### src/hw/rtl/isw_pkg.sv
// Shared types and constants for the IR scan-and-track stepper controller.
// No dependencies; used by the output interface and the top level.
package isw_pkg;

  // Operating phase, also reported on every result word
  typedef enum logic [1:0] {
    PH_IDLE   = 2'd0,
    PH_SCAN   = 2'd1,
    PH_RETURN = 2'd2,
    PH_TRACK  = 2'd3
  } mode_t;

  // Configuration register indexes
  localparam int CFG_IDX_BITS  = 1;
  localparam int CFG_DATA_BITS = 12;
  localparam logic [CFG_IDX_BITS-1:0] CFG_SWAP_SENSORS = 1'd0;
  localparam logic [CFG_IDX_BITS-1:0] CFG_DEAD_BAND    = 1'd1;

  localparam int DEAD_BAND_BITS = 12;
  localparam logic [DEAD_BAND_BITS-1:0] DEAD_BAND_RESET = 12'd300;

  // Widths of the fixed result fields
  localparam int TICK_BITS  = 6;
  localparam int COIL_BITS  = 4;
  localparam int INDEX_BITS = 3;

  // Half-step coil pattern, one entry per half-step position
  localparam logic [COIL_BITS-1:0] DRIVE_TABLE [8] = '{
    4'h4, 4'h6, 4'h2, 4'h3, 4'h1, 4'h9, 4'h8, 4'hC
  };

  function automatic logic [COIL_BITS-1:0] drive_pattern(input logic [INDEX_BITS-1:0] idx);
    return DRIVE_TABLE[idx];
  endfunction

endpackage

### src/hw/rtl/isw_in_if.sv
// Input word channel of the stepper controller: one motor tick per word.
// Depends on nothing; sample width is a parameter.
interface isw_in_if #(
  parameter int SAMPLE_BITS = 12
);
  logic                   valid;
  logic                   ready;
  logic                   start_req;
  logic [SAMPLE_BITS-1:0] sample_a;
  logic [SAMPLE_BITS-1:0] sample_b;

  modport source (output valid, output start_req, output sample_a, output sample_b,
                  input ready);
  modport sink   (input valid, input start_req, input sample_a, input sample_b,
                  output ready);
endinterface

### src/hw/rtl/isw_out_if.sv
// Result word channel of the stepper controller: coil drive and status.
// Depends on isw_pkg for field widths.
interface isw_out_if;
  logic                           valid;
  logic                           ready;
  logic [isw_pkg::COIL_BITS-1:0]  coils;
  logic                           stepped;
  logic                           counter_clockwise;
  logic [1:0]                     phase;
  logic [isw_pkg::TICK_BITS-1:0]  best_position;

  modport source (output valid, output coils, output stepped, output counter_clockwise,
                  output phase, output best_position, input ready);
  modport sink   (input valid, input coils, input stepped, input counter_clockwise,
                  input phase, input best_position, output ready);
endinterface

### src/hw/rtl/ir_scan_and_track_stepper_top.sv
// Top level of the IR scan-and-track stepper controller.
// Depends on isw_pkg, isw_in_if and isw_out_if.

// Each input word is one motor tick and yields exactly one result word. A start
// pulse in idle begins a scan of SCAN_STEPS clockwise half-steps that records the
// tick of the lowest sample average; the motor then walks back to that tick by the
// shorter way and afterwards tracks the sensor difference against the dead band
// forever (only reset leaves tracking). Throughput is one word per cycle while result words
// are taken; each word is held in an input register, and the controller state and the
// coil pattern are updated as it moves into the result register. While a finished word
// waits to be taken, the input register can still take one more word; after that the
// input stalls until the result is read. Configuration may be written only while no word
// is in flight.
module ir_scan_and_track_stepper_top #(
  parameter int SCAN_STEPS  = 40,
  parameter int SAMPLE_BITS = 12
) (
  input  logic                                clk,
  input  logic                                rst_n,
  isw_in_if.sink                              in_ch,
  isw_out_if.source                           out_ch,
  input  logic                                cfg_we,
  input  logic [isw_pkg::CFG_IDX_BITS-1:0]    cfg_index,
  input  logic [isw_pkg::CFG_DATA_BITS-1:0]   cfg_data
);

  localparam int TB = isw_pkg::TICK_BITS;
  localparam int CW = (SAMPLE_BITS > isw_pkg::DEAD_BAND_BITS) ?
                      SAMPLE_BITS : isw_pkg::DEAD_BAND_BITS;
  localparam logic [TB-1:0] SCAN_LEN  = TB'(SCAN_STEPS);
  localparam logic [TB-1:0] SCAN_HALF = TB'(SCAN_STEPS / 2);

  // Configuration registers
  logic                                 swap_sensors_r;
  logic [isw_pkg::DEAD_BAND_BITS-1:0]   dead_band_r;

  // Input register
  logic                   s1_valid_r;
  logic                   s1_start_r;
  logic [SAMPLE_BITS-1:0] s1_a_r;
  logic [SAMPLE_BITS-1:0] s1_b_r;

  // Result register
  logic                              out_valid_r;
  logic [isw_pkg::COIL_BITS-1:0]     out_coils_r;
  logic                              out_stepped_r;
  logic                              out_ccw_r;
  logic [1:0]                        out_phase_r;
  logic [TB-1:0]                     out_best_r;

  // Controller state
  isw_pkg::mode_t                    mode_r, mode_nxt;
  logic [TB-1:0]                     tick_r, tick_nxt;
  logic [SAMPLE_BITS-1:0]            low_avg_r, low_avg_nxt;
  logic [TB-1:0]                     low_pos_r, low_pos_nxt;
  logic [isw_pkg::INDEX_BITS-1:0]    hsi_r, hsi_nxt;
  logic [isw_pkg::COIL_BITS-1:0]     coil_r, coil_nxt;

  logic                   s1_fire;
  logic                   in_ready;
  logic                   step;
  logic                   ccw;
  logic [SAMPLE_BITS:0]   sum;
  logic [SAMPLE_BITS-1:0] avg;
  logic [SAMPLE_BITS-1:0] mag;
  logic [TB-1:0]          tick_inc;
  logic [TB-1:0]          tick_dec;
  logic [TB-1:0]          ret_len;

  // Handshake: the input register moves whenever the result register is free
  assign s1_fire     = s1_valid_r && (!out_valid_r || out_ch.ready);
  assign in_ready    = !s1_valid_r || s1_fire;
  assign in_ch.ready = in_ready;

  assign out_ch.valid             = out_valid_r;
  assign out_ch.coils             = out_coils_r;
  assign out_ch.stepped           = out_stepped_r;
  assign out_ch.counter_clockwise = out_ccw_r;
  assign out_ch.phase             = out_phase_r;
  assign out_ch.best_position     = out_best_r;

  // Configuration writes
  always_ff @(posedge clk) begin
    if (!rst_n) begin
      swap_sensors_r <= 1'b0;
      dead_band_r    <= isw_pkg::DEAD_BAND_RESET;
    end else if (cfg_we) begin
      case (cfg_index)
        isw_pkg::CFG_SWAP_SENSORS: swap_sensors_r <= cfg_data[0];
        isw_pkg::CFG_DEAD_BAND:    dead_band_r    <= cfg_data[isw_pkg::DEAD_BAND_BITS-1:0];
        default: ;
      endcase
    end
  end

  // Capture the incoming word
  always_ff @(posedge clk) begin
    if (!rst_n) begin
      s1_valid_r <= 1'b0;
    end else if (in_ready) begin
      s1_valid_r <= in_ch.valid;
    end
  end

  always_ff @(posedge clk) begin
    if (in_ready && in_ch.valid) begin
      s1_start_r <= in_ch.start_req;
      s1_a_r     <= in_ch.sample_a;
      s1_b_r     <= in_ch.sample_b;
    end
  end

  // Sample arithmetic
  assign sum      = {1'b0, s1_a_r} + {1'b0, s1_b_r};
  assign avg      = sum[SAMPLE_BITS:1];
  assign mag      = (s1_a_r >= s1_b_r) ? (s1_a_r - s1_b_r) : (s1_b_r - s1_a_r);
  assign tick_inc = tick_r + TB'(1);
  assign tick_dec = tick_r - TB'(1);
  assign ret_len  = (low_pos_nxt < SCAN_HALF) ? low_pos_nxt : (SCAN_LEN - low_pos_nxt);

  // Next state and step decision
  always_comb begin
    mode_nxt    = mode_r;
    tick_nxt    = tick_r;
    low_avg_nxt = low_avg_r;
    low_pos_nxt = low_pos_r;
    step        = 1'b0;
    ccw         = 1'b0;
    case (mode_r)
      isw_pkg::PH_IDLE: begin
        if (s1_start_r) begin
          mode_nxt    = isw_pkg::PH_SCAN;
          tick_nxt    = '0;
          low_avg_nxt = '1;
          low_pos_nxt = '0;
        end
      end
      isw_pkg::PH_SCAN: begin
        if (avg < low_avg_r) begin
          low_avg_nxt = avg;
          low_pos_nxt = tick_r;
        end
        step = 1'b1;
        if (tick_inc >= SCAN_LEN) begin
          tick_nxt = ret_len;
          mode_nxt = (ret_len == '0) ? isw_pkg::PH_TRACK : isw_pkg::PH_RETURN;
        end else begin
          tick_nxt = tick_inc;
        end
      end
      isw_pkg::PH_RETURN: begin
        step     = 1'b1;
        ccw      = !(low_pos_r < SCAN_HALF);
        tick_nxt = tick_dec;
        if (tick_dec == '0) begin
          mode_nxt = isw_pkg::PH_TRACK;
        end
      end
      isw_pkg::PH_TRACK: begin
        // Swapping the sensors flips only the sign, so the direction test swaps
        if (CW'(mag) > CW'(dead_band_r)) begin
          step = 1'b1;
          ccw  = swap_sensors_r ? (s1_b_r > s1_a_r) : (s1_a_r > s1_b_r);
        end
      end
      default: ;
    endcase
  end

  // Half-step drive: the index points one past the entry last driven
  always_comb begin
    hsi_nxt  = hsi_r;
    coil_nxt = coil_r;
    if (step) begin
      if (ccw) begin
        coil_nxt = isw_pkg::drive_pattern(hsi_r - isw_pkg::INDEX_BITS'(2));
        hsi_nxt  = hsi_r - isw_pkg::INDEX_BITS'(1);
      end else begin
        coil_nxt = isw_pkg::drive_pattern(hsi_r);
        hsi_nxt  = hsi_r + isw_pkg::INDEX_BITS'(1);
      end
    end
  end

  // Advance the controller state with each word
  always_ff @(posedge clk) begin
    if (!rst_n) begin
      mode_r    <= isw_pkg::PH_IDLE;
      tick_r    <= '0;
      low_avg_r <= '1;
      low_pos_r <= '0;
      hsi_r     <= '0;
      coil_r    <= '0;
    end else if (s1_fire) begin
      mode_r    <= mode_nxt;
      tick_r    <= tick_nxt;
      low_avg_r <= low_avg_nxt;
      low_pos_r <= low_pos_nxt;
      hsi_r     <= hsi_nxt;
      coil_r    <= coil_nxt;
    end
  end

  // Result register
  always_ff @(posedge clk) begin
    if (!rst_n) begin
      out_valid_r <= 1'b0;
    end else if (!out_valid_r || out_ch.ready) begin
      out_valid_r <= s1_valid_r;
    end
  end

  always_ff @(posedge clk) begin
    if (s1_fire) begin
      out_coils_r   <= coil_nxt;
      out_stepped_r <= step;
      out_ccw_r     <= step && ccw;
      out_phase_r   <= mode_r;
      out_best_r    <= low_pos_nxt;
    end
  end

`ifndef SYNTHESIS
  // Tracking is never left
  a_track_sticks: assert property (@(posedge clk) disable iff (!rst_n)
    (mode_r == isw_pkg::PH_TRACK) |=> (mode_r == isw_pkg::PH_TRACK))
    else $error("left tracking phase");

  // A step moves the half-step index by exactly one position
  a_step_moves_one: assert property (@(posedge clk) disable iff (!rst_n)
    (s1_fire && step) |=>
      ((hsi_r == $past(hsi_r) + isw_pkg::INDEX_BITS'(1)) ||
       (hsi_r == $past(hsi_r) - isw_pkg::INDEX_BITS'(1))))
    else $error("half-step index jumped");

  // Without a step the coil drive and index hold
  a_hold_no_step: assert property (@(posedge clk) disable iff (!rst_n)
    (s1_fire && !step) |=> ($stable(coil_r) && $stable(hsi_r)))
    else $error("coils changed without a step");

  // Scan tick count stays below the scan length
  a_scan_range: assert property (@(posedge clk) disable iff (!rst_n)
    (mode_r == isw_pkg::PH_SCAN) |-> (tick_r < SCAN_LEN))
    else $error("scan tick count out of range");

  // A word handed to the result register shows up as valid
  a_result_follows: assert property (@(posedge clk) disable iff (!rst_n)
    s1_fire |=> out_valid_r)
    else $error("result word lost");
`endif

endmodule
### src/flat_wrapper.sv
// flat-port wrapper written by rule: the top's interface ports become plain ports
module ir_scan_and_track_stepper_top_flat 
#(
  parameter int SCAN_STEPS  = 40,
  parameter int SAMPLE_BITS = 12
)
  (clk, rst_n, cfg_we, cfg_index, cfg_data, in_ch_valid, in_ch_start_req, in_ch_sample_a, in_ch_sample_b, in_ch_ready, out_ch_valid, out_ch_coils, out_ch_stepped, out_ch_counter_clockwise, out_ch_phase, out_ch_best_position, out_ch_ready);
  isw_in_if #(.SAMPLE_BITS(SAMPLE_BITS)) in_ch_i ();
  isw_out_if out_ch_i ();
  input  logic clk;
  input  logic rst_n;
  input  logic cfg_we;
  input  logic [isw_pkg::CFG_IDX_BITS-1:0] cfg_index;
  input  logic [isw_pkg::CFG_DATA_BITS-1:0] cfg_data;
  input wire logic [$bits(in_ch_i.valid)-1:0] in_ch_valid;
  input wire logic [$bits(in_ch_i.start_req)-1:0] in_ch_start_req;
  input wire logic [$bits(in_ch_i.sample_a)-1:0] in_ch_sample_a;
  input wire logic [$bits(in_ch_i.sample_b)-1:0] in_ch_sample_b;
  output wire logic [$bits(in_ch_i.ready)-1:0] in_ch_ready;
  output wire logic [$bits(out_ch_i.valid)-1:0] out_ch_valid;
  output wire logic [$bits(out_ch_i.coils)-1:0] out_ch_coils;
  output wire logic [$bits(out_ch_i.stepped)-1:0] out_ch_stepped;
  output wire logic [$bits(out_ch_i.counter_clockwise)-1:0] out_ch_counter_clockwise;
  output wire logic [$bits(out_ch_i.phase)-1:0] out_ch_phase;
  output wire logic [$bits(out_ch_i.best_position)-1:0] out_ch_best_position;
  input wire logic [$bits(out_ch_i.ready)-1:0] out_ch_ready;
  assign in_ch_i.valid = in_ch_valid;
  assign in_ch_i.start_req = in_ch_start_req;
  assign in_ch_i.sample_a = in_ch_sample_a;
  assign in_ch_i.sample_b = in_ch_sample_b;
  assign in_ch_ready = in_ch_i.ready;
  assign out_ch_valid = out_ch_i.valid;
  assign out_ch_coils = out_ch_i.coils;
  assign out_ch_stepped = out_ch_i.stepped;
  assign out_ch_counter_clockwise = out_ch_i.counter_clockwise;
  assign out_ch_phase = out_ch_i.phase;
  assign out_ch_best_position = out_ch_i.best_position;
  assign out_ch_i.ready = out_ch_ready;
  ir_scan_and_track_stepper_top #(.SCAN_STEPS(SCAN_STEPS), .SAMPLE_BITS(SAMPLE_BITS)) u_core (.clk(clk), .rst_n(rst_n), .in_ch(in_ch_i), .out_ch(out_ch_i), .cfg_we(cfg_we), .cfg_index(cfg_index), .cfg_data(cfg_data));
endmodule
### config.mk
export PLATFORM = sky130hd
export DESIGN_NAME = ir_scan_and_track_stepper_top_flat
export DESIGN_NICKNAME = d
export VERILOG_FILES = /design/src/hw/rtl/isw_pkg.sv /design/src/hw/rtl/isw_in_if.sv /design/src/hw/rtl/isw_out_if.sv /design/src/hw/rtl/ir_scan_and_track_stepper_top.sv /design/src/flat_wrapper.sv
export SDC_FILE = /design/constraint.sdc
export NUM_CORES = 1
export LEC_CHECK = 0
export BUFFER_PORTS_ARGS = -buffer_cell sky130_fd_sc_hd__clkbuf_2
export CAP_MARGIN = 25
export CORE_MARGIN = 4
export CORE_UTILIZATION = 35
export CTS_CLUSTER_DIAMETER = 30
export CTS_CLUSTER_SIZE = 20
export DETAILED_ROUTE_END_ITERATION = 7
export SETUP_SLACK_MARGIN = 0.4
export SLEW_MARGIN = 20
export SYNTH_ARGS = -nofsm -noshare
export SYNTH_HDL_FRONTEND = slang
export SYNTH_SLANG_ARGS = --single-unit
### constraint.sdc
create_clock -name clk -period 9.3 [get_ports clk]
set_input_delay 1.395 -clock clk [delete_from_list [all_inputs] [get_ports clk]]
set_output_delay 1.395 -clock clk [all_outputs]
set_load 0.02 [all_outputs]
# [After elaboration in Yosys (flattened, before gate mapping)]
# Memory sizes are Yosys's and may differ from the RTL's.
# Cells that the tools add are included.
# Widths: inputs -> output; s select.
[totals] reg_bits=87 latchBits=0 mem_bits_rw=0 romBits=64 out_inout_bits=16 word_cells=97 mem_count=2
[classes] n_addsub=9 multipliers=0 div=0 n_lt_le_gt_ge=10 n_eq_ne=7 n_shift=0 mux=28 bitwise=3 n_reduce_logical=20
[mem_list] memory="(no name shown)" depth=8 word_bits=4 read_ports=1 rd_clocked_by_memory_dff=0 wr=0 line_no="isw_pkg.sv:33" rtl="return DRIVE_TABLE[idx];"
[mem_list] memory="(no name shown)" depth=8 word_bits=4 read_ports=1 rd_clocked_by_memory_dff=0 wr=0 line_no="isw_pkg.sv:33"
[ops] cell="$gt 12x12->1" n=3
[ops] cell="$mux 12" n=3
[ops] cell="$mux 6" n=5
[ops] cell="$mux 4" n=6
[ops] cell="$pmux 12 s2" n=1
[ops] cell="$sub 12x12->12" n=2
[ops] cell="$pmux 6 s3" n=1
[ops] cell="$add 12x12->13" n=1
[ops] cell="$ge 12x12->1" n=1
[ops] cell="$logic_not 6->1" n=2
[ops] cell="$lt 12x12->1" n=1
[ops] cell="$lt 6x5->1 const B" n=2
[ops] cell="$pmux 6 s2" n=1
[ops] cell="$ge 4x4->1 const B" n=2
[ops] cell="$ne 2x1->1 const B" n=4
[ops] cell="$not 3->4" n=2
[ops] cell="$add 6x1->6 const B" n=1
[ops] cell="$ge 6x6->1 const B" n=1
[ops] cell="$mux 2" n=3
[ops] cell="$pmux 2 s3" n=1
[ops] cell="$reduce_and 2->1" n=3
[ops] cell="$sub 6x1->6 const B" n=1
[ops] cell="$sub 6x6->6 const A" n=1
[ops] cell="$reduce_and 5->1" n=1
[ops] cell="other kinds (18)" n=28

# [Logic depth before layout (Yosys ltp)]
# Gate-level depths: netlist (run 1).
[depth] word_depth=10 depth_mapped=26

# [Worst setup path after synthesis (run 1)]
# No wires, ideal clock.
[synth_timing] path_type="flip-flop to flip-flop" start="reg u_core.s1_b_r[0]" end="reg u_core.tick_r[1]" setup_ns=0.115 t_arrival_ns=4.821 t_required_ns=9.185 setup_slack_ns=4.364 path_stages_with_launch=26 n_path_buf=2 synth_period_minus_slack_ns=4.936 cell_sequence="edfxtp_1 > ha_1 > fa_1 > nand2b_1 > a21oi_1 > o21bai_1 > a21oi_1 > o41a_1 > a21o_1 > a21oi_1 > xor2_1 > ha_1 > nand4_1 > inv_1 > a221o_1 > buf_2 > or4_1 > and3_1 > buf_4 > ha_1 > inv_1 > a31oi_1 > a31oi_1 > nand3_1 > and3_1 > o21a_1"
[synth_between] elab_chain_cells=8 elab_cells_between_ends=9 classes_between="add/sub (2); order compare (2); mux (5)"
[synth_rtl] element="from (decl)" line_no="ir_scan_and_track_stepper_top.sv:41" rtl="logic [SAMPLE_BITS-1:0] s1_b_r;"
[synth_rtl] element="from (signal assigned)" line_no="ir_scan_and_track_stepper_top.sv:109" rtl="s1_b_r <= in_ch.sample_b;"
[synth_rtl] element="$add 12x12->13 (*)" line_no="ir_scan_and_track_stepper_top.sv:114" rtl="assign sum = {1'b0, s1_a_r} + {1'b0, s1_b_r};"
[synth_rtl] element="$lt 12x12->1 (*)" line_no="ir_scan_and_track_stepper_top.sv:139" rtl="if (avg < low_avg_r) begin"
[synth_rtl] element="$mux 6 (*)" line_no="ir_scan_and_track_stepper_top.sv:139"
[synth_rtl] element="$pmux 6 s2 (*)" line_no="ir_scan_and_track_stepper_top.sv:129" rtl="case (mode_r)"
[synth_rtl] element="$sub 6x6->6 or $lt 6x5->1 (tied branches)" line_no="ir_scan_and_track_stepper_top.sv:119" rtl="assign ret_len = (low_pos_nxt < SCAN_HALF) ? low_pos_nxt : (SCAN_LEN - low_pos_nxt);"
[synth_rtl] element="$mux 6 (*)" line_no="ir_scan_and_track_stepper_top.sv:119"
[synth_rtl] element="$mux 6 (*)" line_no="ir_scan_and_track_stepper_top.sv:144" rtl="if (tick_inc >= SCAN_LEN) begin"
[synth_rtl] element="$pmux 6 s3 (*)" line_no="ir_scan_and_track_stepper_top.sv:129"
[synth_rtl] element="to (signal assigned)" line_no="ir_scan_and_track_stepper_top.sv:196" rtl="tick_r <= tick_nxt;"
[synth_rtl] element="to (decl)" line_no="ir_scan_and_track_stepper_top.sv:53" rtl="logic [TB-1:0] tick_r, tick_nxt;"
# Every way passes the cells marked *; elsewhere a longest branch is shown, timed or not.
# A chain may end at the register's enable or synchronous reset.

# [Final worst setup path (run 1)]
[layout_timing] start="reg u_core.s1_a_r[0]" end="reg u_core.hsi_r[2] in the netlist's numbering"
[layout_between] elab_chain_cells=6 elab_cells_between_ends=14 classes_between="add/sub (2); order compare (4); mux (7); reduce/logical (1)"
[layout_rtl] element="from (decl)" line_no="ir_scan_and_track_stepper_top.sv:40" rtl="logic [SAMPLE_BITS-1:0] s1_a_r;"
[layout_rtl] element="from (signal assigned)" line_no="ir_scan_and_track_stepper_top.sv:108" rtl="s1_a_r <= in_ch.sample_a;"
[layout_rtl] element="$sub 12x12->12 or $ge 12x12->1 (tied branches)" line_no="ir_scan_and_track_stepper_top.sv:116" rtl="assign mag = (s1_a_r >= s1_b_r) ? (s1_a_r - s1_b_r) : (s1_b_r - s1_a_r);"
[layout_rtl] element="$mux 12" line_no="ir_scan_and_track_stepper_top.sv:116"
[layout_rtl] element="$gt 12x12->1" line_no="ir_scan_and_track_stepper_top.sv:161" rtl="if (CW'(mag) > CW'(dead_band_r)) begin"
[layout_rtl] element="$mux 1" line_no="ir_scan_and_track_stepper_top.sv:161"
[layout_rtl] element="$pmux 1 s2" line_no="ir_scan_and_track_stepper_top.sv:129"
[layout_rtl] element="$mux 3 or $reduce_and 2->1 (tied branches)"
[layout_rtl] element="to (signal assigned)" line_no="ir_scan_and_track_stepper_top.sv:199" rtl="hsi_r <= hsi_nxt;"
[layout_rtl] element="to (decl)" line_no="ir_scan_and_track_stepper_top.sv:56" rtl="logic [isw_pkg::INDEX_BITS-1:0] hsi_r, hsi_nxt;"
# Parallel ways exist; a longest one is shown, timed or not.

==> results.ini, run 1 <==
[critical_path]
cp.arrival_ps=6260
end_kind=register
max_stage_delay_ps=550
r2r_slack_ps=3320
cp_max_fo=13
cp_slowest_cell=a21oi_2
cp-start-kind=register
cp_data_required_time_ps=9580
worstSetupPathType=register to register
worstPathCellList=inv_1 > ha_1 > inv_1 > fa_1 > a21o_1 > a21oi_1 > a21oi_1 > a21oi_2 > buf_6 > mux2i_1 > a221oi_1 > o22a_1 > o31ai_1 > xor2_1 > ha_1 > nand3_1 > or4_1 > o211ai_1 > o31a_1 > inv_1 > fa_1 > xnor2_1 > nand3_1 > a21oi_1

[logic_synthesis]
synth.ff_latch_count=87
synthDistinctLibCells=69
syn-num-nets=842
async_flop_share=0
synth-edff-count=39
syn_inst=728
ys_seq_area_frac=0.343
synth_warnings=0
ys.flop_type=dfxtp_1
synth_area_per_cell_um2=8.55
syn_area_um2=6220

[layout]
final_common_cell=inv_1
n_antenna_cell=0
layoutNonFillerInstCount=997
final_cell_mix=83 x inv_1, 67 x nand2_1, 67 x ha_1, 58 x clkbuf_2
drive_gt1_frac=0.118
nNetsFinal=881
area_delta_synth_final_pct=11.8

[flow_run]
maxCapViolations=0

[die]
die_w_um=141
core-area_um2=17400
floorplan.initialDensity=0.358
die_h_um=141
row_count=48
io_pins=59
die_area_um2=20000

[grt]
overflow=0
track_usage=0.147
grt_pass1_vias=4935
antenna_found_initial=0
grt_pass1_wl_mm=23.8
grt_max_degree=28

[run_status]
outcome=finished, final reports clean

[cts]
cts_tree=done
cts_root_buffer=clkbuf_16
clkTransAtPathRegs_ps=60
cts_resized=0
cts.sinks=87
cts_hold_buf=0
clock_latency_ps=350
ctsLongestPathBuffers=2
numCtsBuffers=9
cts_setup_buffers=0
htreeDepth=3

[pwr]
power.density_nw_per_um2=147
irDropWorstVdd_mv=0.0939
leakage_nw=3.07
power_mw=1.02

[sta]
tightest_slew_ps=894
fin_skew_ps=11.6
rsz0062_at_grt=false
fin_ws_ps=3320
fin_crit_sh=0.643
max_slew_margin=0.403
finalCriticalPeriod_ps=5980
setup_tns_ps=0
timing.final.max_slew_violations=0
setup_viol=0
hold_viol=0
fmax_mhz=167

[detailed_routing]
wire_per_inst_um=14.4
drt-initial-drc-count=335
first_pass_iters=5
routed_wl_mm=14.4
viasPerCell=5.20
drtAntennaViolNets=0
route.detailed.drc=0
vias=5184

[worst_hold_path]
hold_class=register to register

[placed_design]
pre_cts_slack_ps=3200
placed_cells=980
globalplace.congestion=0.896
port_buffers=58
place_hpwl_mm=10.7

-- metrics by stage --
step	hold slack, ps	instance area, µm²	util
floorplan	436	6220	-
global placement	446	6660	0.384
detailed placement	449	6660	0.384
CTS	458	6950	0.400
global route	481	6960	0.401
finish	454	6960	0.401
-- critical path: cells and delay by family (launching register included) --
family / cells / cell delay [ps]
buf+inv: 4 / 520
flops: 1 / 410
mux: 1 / 310
simple gates: 3 / 720
fa+ha+maj: 4 / 1260
xor+xnor: 2 / 330
compound gates: 10 / 2360
-- layer usage --
| metal | global-route usage | share of wire | up-vias |
|---|---|---|---|
| li1 | - | - | 2636 |
| met1 | 0.190 | 0.46 | 2410 |
| met2 | 0.248 | 0.48 | 124 |
| met3 | 0.0260 | 0.039 | 14 |
| met4 | 0.0490 | 0.016 | 0 |
| met5 | 0 | 0 | - |
-- flip-flops by register name, summed over array words and instances, names as in the netlist --
register and count:
u_core.low_avg_r 12, u_core.mode_r 2, u_core.low_pos_r 6, u_core.dead_band_r 12, u_core.swap_sensors_r 1, u_core.s1_b_r 12, u_core.out_ch.valid 1, u_core.s1_a_r 12
u_core.hsi_r 3, u_core.tick_r 6, u_core.s1_valid_r 1, u_core.out_ch.stepped 1, u_core.s1_start_r 1, u_core.out_ch.phase 2, u_core.out_ch.counter_clockwise 1, u_core.coil_r 4
u_core.out_ch.best_position 6, u_core.out_ch.coils 4
-- where the power goes --
part	leakage (nW)	internal, mW	switching (mW)
Sequential	0.771	0.416	0.0104
Clock	0.145	0.204	0.151
Combinational	2.15	0.0970	0.143
Total	3.07	0.717	0.305
-- cell usage after synthesis, types with 8 or more instances --
cell      number  area, µm²
mux2i_1       12        120
o211ai_1       8       60.1
and3_1        11       68.8
and2_1        11       68.8
a21o_1        11       82.6
nand3_1       22        110
nand2b_1       8       50.1
o21ai_0       31        155
nand2_1       67        251
a21oi_1       55        275
nor2_1        54        203
ha_1          67        838
a22oi_1        8       60.1
a31oi_1       11       68.8
o22ai_1       10       62.6
clkbuf_1      21       78.8
xnor2_1       21        184
dfxtp_1       48        961
edfxtp_1      39       1170
inv_1         83        312
-- worst paths after layout --
kind / to / cells after the start / startpoint
worst min register to register: u_core.dead_band_r[4]$_SDFFE_PN0P_ / 2 / u_core.dead_band_r[4]$_SDFFE_PN0P_
worst min-delay path: u_core.dead_band_r[4]$_SDFFE_PN0P_ / 2 / u_core.dead_band_r[4]$_SDFFE_PN0P_
worst max-delay path: u_core.hsi_r[2]$_SDFFE_PN0P_ / 24 / u_core.s1_a_r[0]$_DFFE_PP_
worst max register to register: u_core.hsi_r[2]$_SDFFE_PN0P_ / 24 / u_core.s1_a_r[0]$_DFFE_PP_
-- cells by family after synthesis --
family,after synthesis,share of synthesized area
AND/OR/NAND/NOR,210,0.160
flip-flops,87,0.343
buffers and inverters,124,0.0806
adder cells (fa/ha/maj),72,0.149
multiplexers,15,0.0247
XOR/XNOR,28,0.0394
AO/OA/AOI/OAI,192,0.204
-- area by class of cell --
| class | instances | area (µm²) |
|---|---|---|
| Tap cell | 225 | 282 |
| Multi-Input combinational cell | 517 | 3590 |
| Clock buffer | 13 | 272 |
| Timing Repair Buffer | 63 | 332 |
| Fill cell | 1753 | 10400 |
| Sequential cell | 87 | 2130 |
| Inverter | 89 | 334 |
| Clock inverter | 3 | 16.3 |
Power figures use the tool's default switching activity.
==> inputs of run 2 (changes only) <==
- clock period: 9.3 -> 5.13 ns (I/O delays scaled with it)
==> results.ini, run 2 (synthesized netlist as in run 1, its figures left out) <==
[run_status]
outcome=finished, final reports clean  ; unchanged

[pwr]
leakage_nw=3.51  ; was 3.07 nW
internal-power_mw=1.38  ; was 0.717 mW
seqPwrFrac=0.387  ; was 0.417
irDropWorstVdd_mv=0.193  ; was 0.0939 mV
combPwrFrac=0.283  ; was 0.235
p_clk_frac=0.329  ; was 0.348
p_switching_mw=0.611  ; was 0.305 mW
switching_share=0.306  ; was 0.298
power.density_nw_per_um2=251  ; was 147 nW/µm²

[worst_hold_path]
hold_path_depth=2  ; unchanged
holdCritStartpoint=u_core.dead_band_r[9]$_SDFFE_PN0P_  ; was u_core.dead_band_r[4]$_SDFFE_PN0P_
hold_class=register to register  ; unchanged
holdPathEnd=u_core.dead_band_r[9]$_SDFFE_PN0P_  ; was u_core.dead_band_r[4]$_SDFFE_PN0P_

[placed_design]
globalplace.congestion=0.900  ; was 0.896
place_hpwl_mm=11.1  ; was 10.7 mm
placed_cells=1007  ; was 980
port_buffers=58  ; unchanged

[detailed_routing]
drtAntennaViolNets=0  ; unchanged
wire_per_inst_um=14.2  ; was 14.4 µm
routed_wl_mm=15.3  ; was 14.4 mm
route.detailed.drc=0  ; unchanged
viasPerCell=5.06  ; was 5.20
first_pass_iters=4  ; was 5
vias=5430  ; was 5184
drt-initial-drc-count=259  ; was 335

[critical_path]
end_kind=register  ; unchanged
r2r_slack_ps=230  ; was 3320 ps
regToRegEndpoint=u_core.mode_r[0]$_SDFFE_PN0P_  ; was u_core.hsi_r[2]$_SDFFE_PN0P_
worstPathCellList=ha_2 > fa_2 > nand2b_1 > a21oi_2 > o21bai_1 > a21oi_2 > o41a_1 > a21o_1 > a21oi_4 > xor2_2 > ha_1 > nand4_1 > inv_1 > a221o_1 > buf_4 > buf_6 > buf_6 > or3_1 > and3_4 > inv_4 > nor2_2 > a21o_1 > a32oi_2 > o31ai_2  ; was inv_1 > ha_1 > inv_1 > fa_1 > a21o_1 > a21oi_1 > a21oi_1 > a21oi_2 > buf_6 > mux2i_1 > a221oi_1 > o22a_1 > o31ai_1 > xor2_1 > ha_1 > nand3_1 > or4_1 > o211ai_1 > o31a_1 > inv_1 > fa_1 > xnor2_1 > nand3_1 > a21oi_1
worstSetupPathType=register to register  ; unchanged
cp.arrival_ps=5130  ; was 6260 ps
cp_max_fo=6  ; was 13
cp-start-kind=register  ; unchanged
r2r-start=u_core.s1_a_r[0]$_DFFE_PP_  ; unchanged
cp_data_required_time_ps=5350  ; was 9580 ps
rr_worst_depth=24  ; unchanged
max_stage_delay_ps=440  ; was 550 ps
cp_slowest_cell=edfxtp_1  ; was a21oi_2

[die]
row_count=48  ; unchanged
io_pins=59  ; unchanged
floorplan.initialDensity=0.358  ; unchanged
core-area_um2=17400  ; unchanged
die_h_um=141  ; unchanged
die_area_um2=20000  ; unchanged
die_w_um=141  ; unchanged

[sta]
max_slew_margin=0.317  ; was 0.403
fin_skew_ps=10.3  ; was 11.6 ps
hold_ws_ps=457  ; was 454 ps
timing.final.max_slew_violations=0  ; unchanged
setup_viol=0  ; unchanged
rsz0062_at_grt=true  ; was false
tightest_slew_ps=1020  ; was 894 ps
hold_viol=0  ; unchanged
fin_crit_sh=0.956  ; was 0.643
finalCriticalPeriod_ps=4900  ; was 5980 ps
fmax_mhz=204  ; was 167 MHz

[cts]
clkTransAtPathRegs_ps=70  ; was 60 ps
clock_latency_ps=350  ; about the same
htreeDepth=3  ; unchanged
cts_root_buffer=clkbuf_16  ; unchanged
numCtsBuffers=9  ; unchanged
cts.sinks=87  ; unchanged
ctsLongestPathBuffers=2  ; unchanged
cts_tree=done  ; unchanged

[grt]
grt_max_degree=28  ; unchanged
track_usage=0.156  ; was 0.147
antenna_found_initial=0  ; unchanged
grt_pass1_vias=5190  ; was 4935
overflow=0  ; unchanged
grt_pass1_wl_mm=25.3  ; was 23.8 mm

[layout]
layoutNonFillerInstCount=1074  ; was 997
nNetsFinal=958  ; was 881
n_antenna_cell=0  ; unchanged
fillers=1682  ; was 1753
drive_gt1_frac=0.273  ; was 0.118
final_cell_mix=79 x inv_1, 68 x buf_4, 66 x nand2_1, 63 x ha_1, 58 x clkbuf_2  ; was 83 x inv_1, 67 x nand2_1, 67 x ha_1, 58 x clkbuf_2
area_delta_synth_final_pct=27.6  ; was 11.8%
final_common_cell=inv_1  ; unchanged

[flow_run]
maxCapViolations=0  ; unchanged

run 2: cell types whose count changed in the layout (fill, tap and decap cells not counted), moves of 5 or more:
cell / change
buf_4: +64
a21oi_1: -12
a21oi_2: +10
buf_6: +10
and3_1: -7
and3_4: +7
a22oi_1: -5
a22oi_2: +5
o21ai_0: -5
o21ai_1: +5
run 2: worst max-delay path by stage:
stage                     slack, ps  cells past startpoint                       start                       endpoint
after global placement           80                     23  u_core.s1_a_r[0]$_DFFE_PP_  u_core.tick_r[1]$_SDFFE_PN0P_
after floorplan                 380                     25  u_core.s1_a_r[0]$_DFFE_PP_  u_core.tick_r[1]$_SDFFE_PN0P_
after CTS                       270                     23  u_core.s1_b_r[0]$_DFFE_PP_  u_core.tick_r[1]$_SDFFE_PN0P_
final                           230                     24  u_core.s1_a_r[0]$_DFFE_PP_  u_core.mode_r[0]$_SDFFE_PN0P_
after detailed placement         40                     24  u_core.s1_a_r[0]$_DFFE_PP_   u_core.hsi_r[2]$_SDFFE_PN0P_
after global routing            -70                     23  u_core.s1_a_r[0]$_DFFE_PP_  u_core.tick_r[1]$_SDFFE_PN0P_
run 2: final cells by class:
class | count | area (µm²) | share of cell area
inverters | 89 | 337 | 0.0424
clock buffers | 10 | 250 | 0.0315
clock inverters | 6 | 52.6 | 0.00662
well taps | 225 | 282 | 0.0355
repair buffers | 140 | 975 | 0.123
multi-input cells | 517 | 3910 | 0.493
flip-flops and latches | 87 | 2130 | 0.269
run 2: stage by stage:
step / worst slack (ps) / TNS (ps) / area (µm²) / util / power (mW)
6_report: 225 / 0 / 7940 / 0.457 / 1.99
5_1_grt: -65.8 / -167 / 7940 / 0.457 / 2.11
3_3_place_gp: 84.8 / 0 / 6910 / 0.398 / 1.24
2_1_floorplan: 383 / 0 / 6290 / - / 1.12
4_1_cts: 270 / 0 / 7580 / 0.437 / 1.98
3_5_place_dp: 37.5 / 0 / 6910 / 0.398 / 1.25
run 2: power by group through the flow:
| stage | clock network, mW | registers, mW | logic (mW) |
|---|---|---|---|
| CTS | 0.682 | 0.772 | 0.523 |
| floorplan | 0 | 0.790 | 0.326 |
| global route | 0.708 | 0.777 | 0.625 |
| finish | 0.657 | 0.773 | 0.565 |
| global placement | 0 | 0.787 | 0.455 |
| detailed placement | 0 | 0.789 | 0.458 |
run 2: metal layers:
metal / GRT usage / vias to the layer above / part of all wire
met2: 0.264 / 132 / 0.48
met1: 0.203 / 2490 / 0.46
met5: 0 / - / 0
met4: 0.0464 / 0 / 0.021
met3: 0.0290 / 23 / 0.042
li1: - / 2785 / -
run 2: worst max-delay path, delay by kind of cell, from the launching register on:
family          cells  cell delay, ps
flops               1             440
xor+xnor            1             180
simple gates        5             810
compound gates     10            1970
buf+inv             5             530
fa+ha+maj           3             840
run 2: timing repair:
action	4_1_cts	5_1_grt
buffers inserted	34	17
hold buffers	0	0
gates resized for setup	33	52
setup endpoints to repair	16	32
pin swaps	26	33
==> inputs of run 3 (changes only) <==
- CORE_UTILIZATION: 35 -> 55
- PLACE_DENSITY: not set -> 0.78
==> results.ini, run 3 (synthesized netlist as in run 1, its figures left out) <==
[pwr]
p_switching_mw=0.654  ; was 0.611 mW
seqPwrFrac=0.378  ; was 0.387
switching_share=0.320  ; was 0.306
p_clk_frac=0.336  ; was 0.329
leakage_nw=3.44  ; was 3.51 nW
power_mw=2.04  ; was 1.99 mW
irDropWorstVdd_mv=0.202  ; was 0.193 mV
combPwrFrac=0.285  ; was 0.283
internal-power_mw=1.39  ; was 1.38 mW
power.density_nw_per_um2=261  ; was 251 nW/µm²

[cts]
cts_hold_buf=0  ; unchanged
htreeDepth=3  ; unchanged
numCtsBuffers=9  ; unchanged
clkTransAtPathRegs_ps=70  ; about the same
cts_root_buffer=clkbuf_16  ; unchanged
cts_tree=done  ; unchanged
cts.sinks=87  ; unchanged
ctsLongestPathBuffers=2  ; unchanged
clock_latency_ps=360  ; was 350 ps

[grt]
grt_pass1_wl_mm=25.8  ; was 25.3 mm
met1_usage=0.293  ; was 0.203
met2_usage=0.418  ; was 0.264
antenna_found_initial=0  ; unchanged
overflow=0  ; unchanged
grt_max_degree=28  ; unchanged
track_usage=0.245  ; was 0.156
grt_pass1_vias=5569  ; was 5190
top_usage_layer=met2  ; unchanged
use_met3=0.0412  ; was 0.0290

[die]
io_pins=59  ; unchanged
core-area_um2=10900  ; was 17400 µm²
floorplan.initialDensity=0.569  ; was 0.358
die_w_um=114  ; was 141 µm
row_count=38  ; was 48
die_h_um=114  ; was 141 µm
die_area_um2=13100  ; was 20000 µm²

[detailed_routing]
routed_wl_mm=17.3  ; was 15.3 mm
viasPerCell=6.03  ; was 5.06
route.detailed.drc=0  ; unchanged
drtAntennaViolNets=0  ; unchanged
wire_per_inst_um=17.6  ; was 14.2 µm
first_pass_iters=5  ; was 4
drt-initial-drc-count=601  ; was 259
vias=5909  ; was 5430

[sta]
fin_skew_ps=12.8  ; was 10.3 ps
rsz0062_at_grt=true  ; unchanged
timing.final.max_slew_violations=0  ; unchanged
max_slew_margin=0.367  ; was 0.317
finalCriticalPeriod_ps=5110  ; was 4900 ps
setup_tns_ps=0  ; unchanged
hold_viol=0  ; unchanged
tightest_slew_ps=948  ; was 1020 ps
fin_ws_ps=16.2  ; was 225 ps
fin_crit_sh=0.997  ; was 0.956
fmax_mhz=196  ; was 204 MHz
setup_viol=0  ; unchanged

[placed_design]
pre_cts_slack_ps=-129  ; was 37.5 ps
globalplace.congestion=0.937  ; was 0.900
port_buffers=58  ; unchanged
place_hpwl_mm=11.0  ; was 11.1 mm
placed_cell_area_um2=6720  ; was 6910 µm²
placed_cells=911  ; was 1007

[critical_path]
cp_data_required_time_ps=5420  ; was 5350 ps
cp_top_family=compound AO/OA/AOI/OAI gates  ; unchanged
cp_max_fo=5  ; was 6
worstPathCellList=inv_1 > ha_2 > inv_2 > fa_2 > a21o_1 > a21oi_2 > a21oi_2 > a21oi_4 > buf_6 > mux2_4 > a31o_4 > a21oi_4 > xnor2_2 > ha_1 > nand2_2 > or4_4 > o211ai_1 > o31a_1 > inv_2 > fa_2 > xnor2_1 > nand3_1 > a21oi_1  ; was ha_2 > fa_2 > nand2b_1 > a21oi_2 > o21bai_1 > a21oi_2 > o41a_1 > a21o_1 > a21oi_4 > xor2_2 > ha_1 > nand4_1 > inv_1 > a221o_1 > buf_4 > buf_6 > buf_6 > or3_1 > and3_4 > inv_4 > nor2_2 > a21o_1 > a32oi_2 > o31ai_2
rr_worst_depth=23  ; was 24
r2r-start=u_core.s1_a_r[0]$_DFFE_PP_  ; unchanged
critPathBufInv=4  ; was 5
cp_slowest_cell=or4_4  ; was edfxtp_1
cp-start-kind=register  ; unchanged
r2r_slack_ps=20  ; was 230 ps
cp.arrival_ps=5400  ; was 5130 ps
worstSetupPathType=register to register  ; unchanged
max_stage_delay_ps=480  ; was 440 ps
end_kind=register  ; unchanged
regToRegEndpoint=u_core.hsi_r[2]$_SDFFE_PN0P_  ; was u_core.mode_r[0]$_SDFFE_PN0P_

[layout]
area_delta_synth_final_pct=26.0  ; was 27.6%
final_common_cell=inv_1  ; unchanged
drive_gt1_frac=0.273  ; about the same
n_antenna_cell=0  ; unchanged
final_area_um2=7840  ; was 7940 µm²
final_cell_mix=79 x inv_1, 64 x nand2_1, 63 x ha_1, 58 x clkbuf_2, 52 x buf_4  ; was 79 x inv_1, 68 x buf_4, 66 x nand2_1, 63 x ha_1, 58 x clkbuf_2
layoutNonFillerInstCount=980  ; was 1074
fillers=787  ; was 1682
multi_input_area_um2=4000  ; was 3910 µm²
nNetsFinal=949  ; was 958
register_area_um2=2130  ; unchanged

[worst_hold_path]
holdCritStartpoint=u_core.dead_band_r[6]$_SDFFE_PN0P_  ; was u_core.dead_band_r[9]$_SDFFE_PN0P_
hold_class=register to register  ; unchanged
hold_path_depth=2  ; unchanged
holdPathEnd=u_core.dead_band_r[6]$_SDFFE_PN0P_  ; was u_core.dead_band_r[9]$_SDFFE_PN0P_

[flow_run]
maxCapViolations=0  ; unchanged

[run_status]
outcome=finished, final reports clean  ; unchanged

[run 3: worst max path at each step]
stage | from | endpoint | slack [ps] | cells after the start
5_1_grt | u_core.s1_a_r[0]$_DFFE_PP_ | u_core.hsi_r[2]$_SDFFE_PN0P_ | -190 | 25
2_1_floorplan | u_core.s1_a_r[0]$_DFFE_PP_ | u_core.tick_r[1]$_SDFFE_PN0P_ | 380 | 25
3_3_place_gp | u_core.s1_a_r[0]$_DFFE_PP_ | u_core.hsi_r[2]$_SDFFE_PN0P_ | 150 | 23
3_5_place_dp | u_core.s1_a_r[0]$_DFFE_PP_ | u_core.out_ch.coils[3]$_DFFE_PP_ | -130 | 21
6_report | u_core.s1_a_r[0]$_DFFE_PP_ | u_core.hsi_r[2]$_SDFFE_PN0P_ | 20 | 23
4_1_cts | u_core.s1_a_r[0]$_DFFE_PP_ | u_core.hsi_r[2]$_SDFFE_PN0P_ | 210 | 23
[run 3: timing repair]
action,in CTS,in global routing
pin swaps,23,36
buffers inserted,24,23
gates cloned,3,3
endpoints found under the setup margin,28,31
resized for setup,53,60
[run 3: metrics by stage]
step	util	hold slack, ps
after floorplan	-	436
after global placement	0.614	448
after detailed placement	0.614	448
after CTS	0.678	457
after global routing	0.717	471
final	0.717	457
[run 3: worst min-delay path, delay by kind of cell (launching register included)]
| family | cells | cell delay [ps] |
|---|---|---|
| simple gates | 1 | 50 |
| compound gates | 1 | 50 |
| flops | 1 | 310 |
[run 3: area by class of cell]
| type | count | share of cell area |
|---|---|---|
| clock buffers | 9 | 0.0287 |
| clock inverters | 7 | 0.0102 |
| inverters | 89 | 0.0432 |
| multi-input cells | 519 | 0.510 |
| flip-flops and latches | 87 | 0.272 |
| well taps | 140 | 0.0223 |
| repair buffers | 129 | 0.113 |
[run 3: power groups by stage]
stage	Clock, mW	Sequential, mW	Combinational [mW]
after global placement	0	0.786	0.441
final	0.687	0.773	0.583
after CTS	0.690	0.772	0.510
after detailed placement	0	0.788	0.457
after global routing	0.724	0.775	0.628
after floorplan	0	0.790	0.326
[run 3: routing by layer]
metal	vias up	routed length [µm]
met5	-	0
met4	0	980
met3	75	1220
met2	318	8450
met1	2745	6650
li1	2771	-
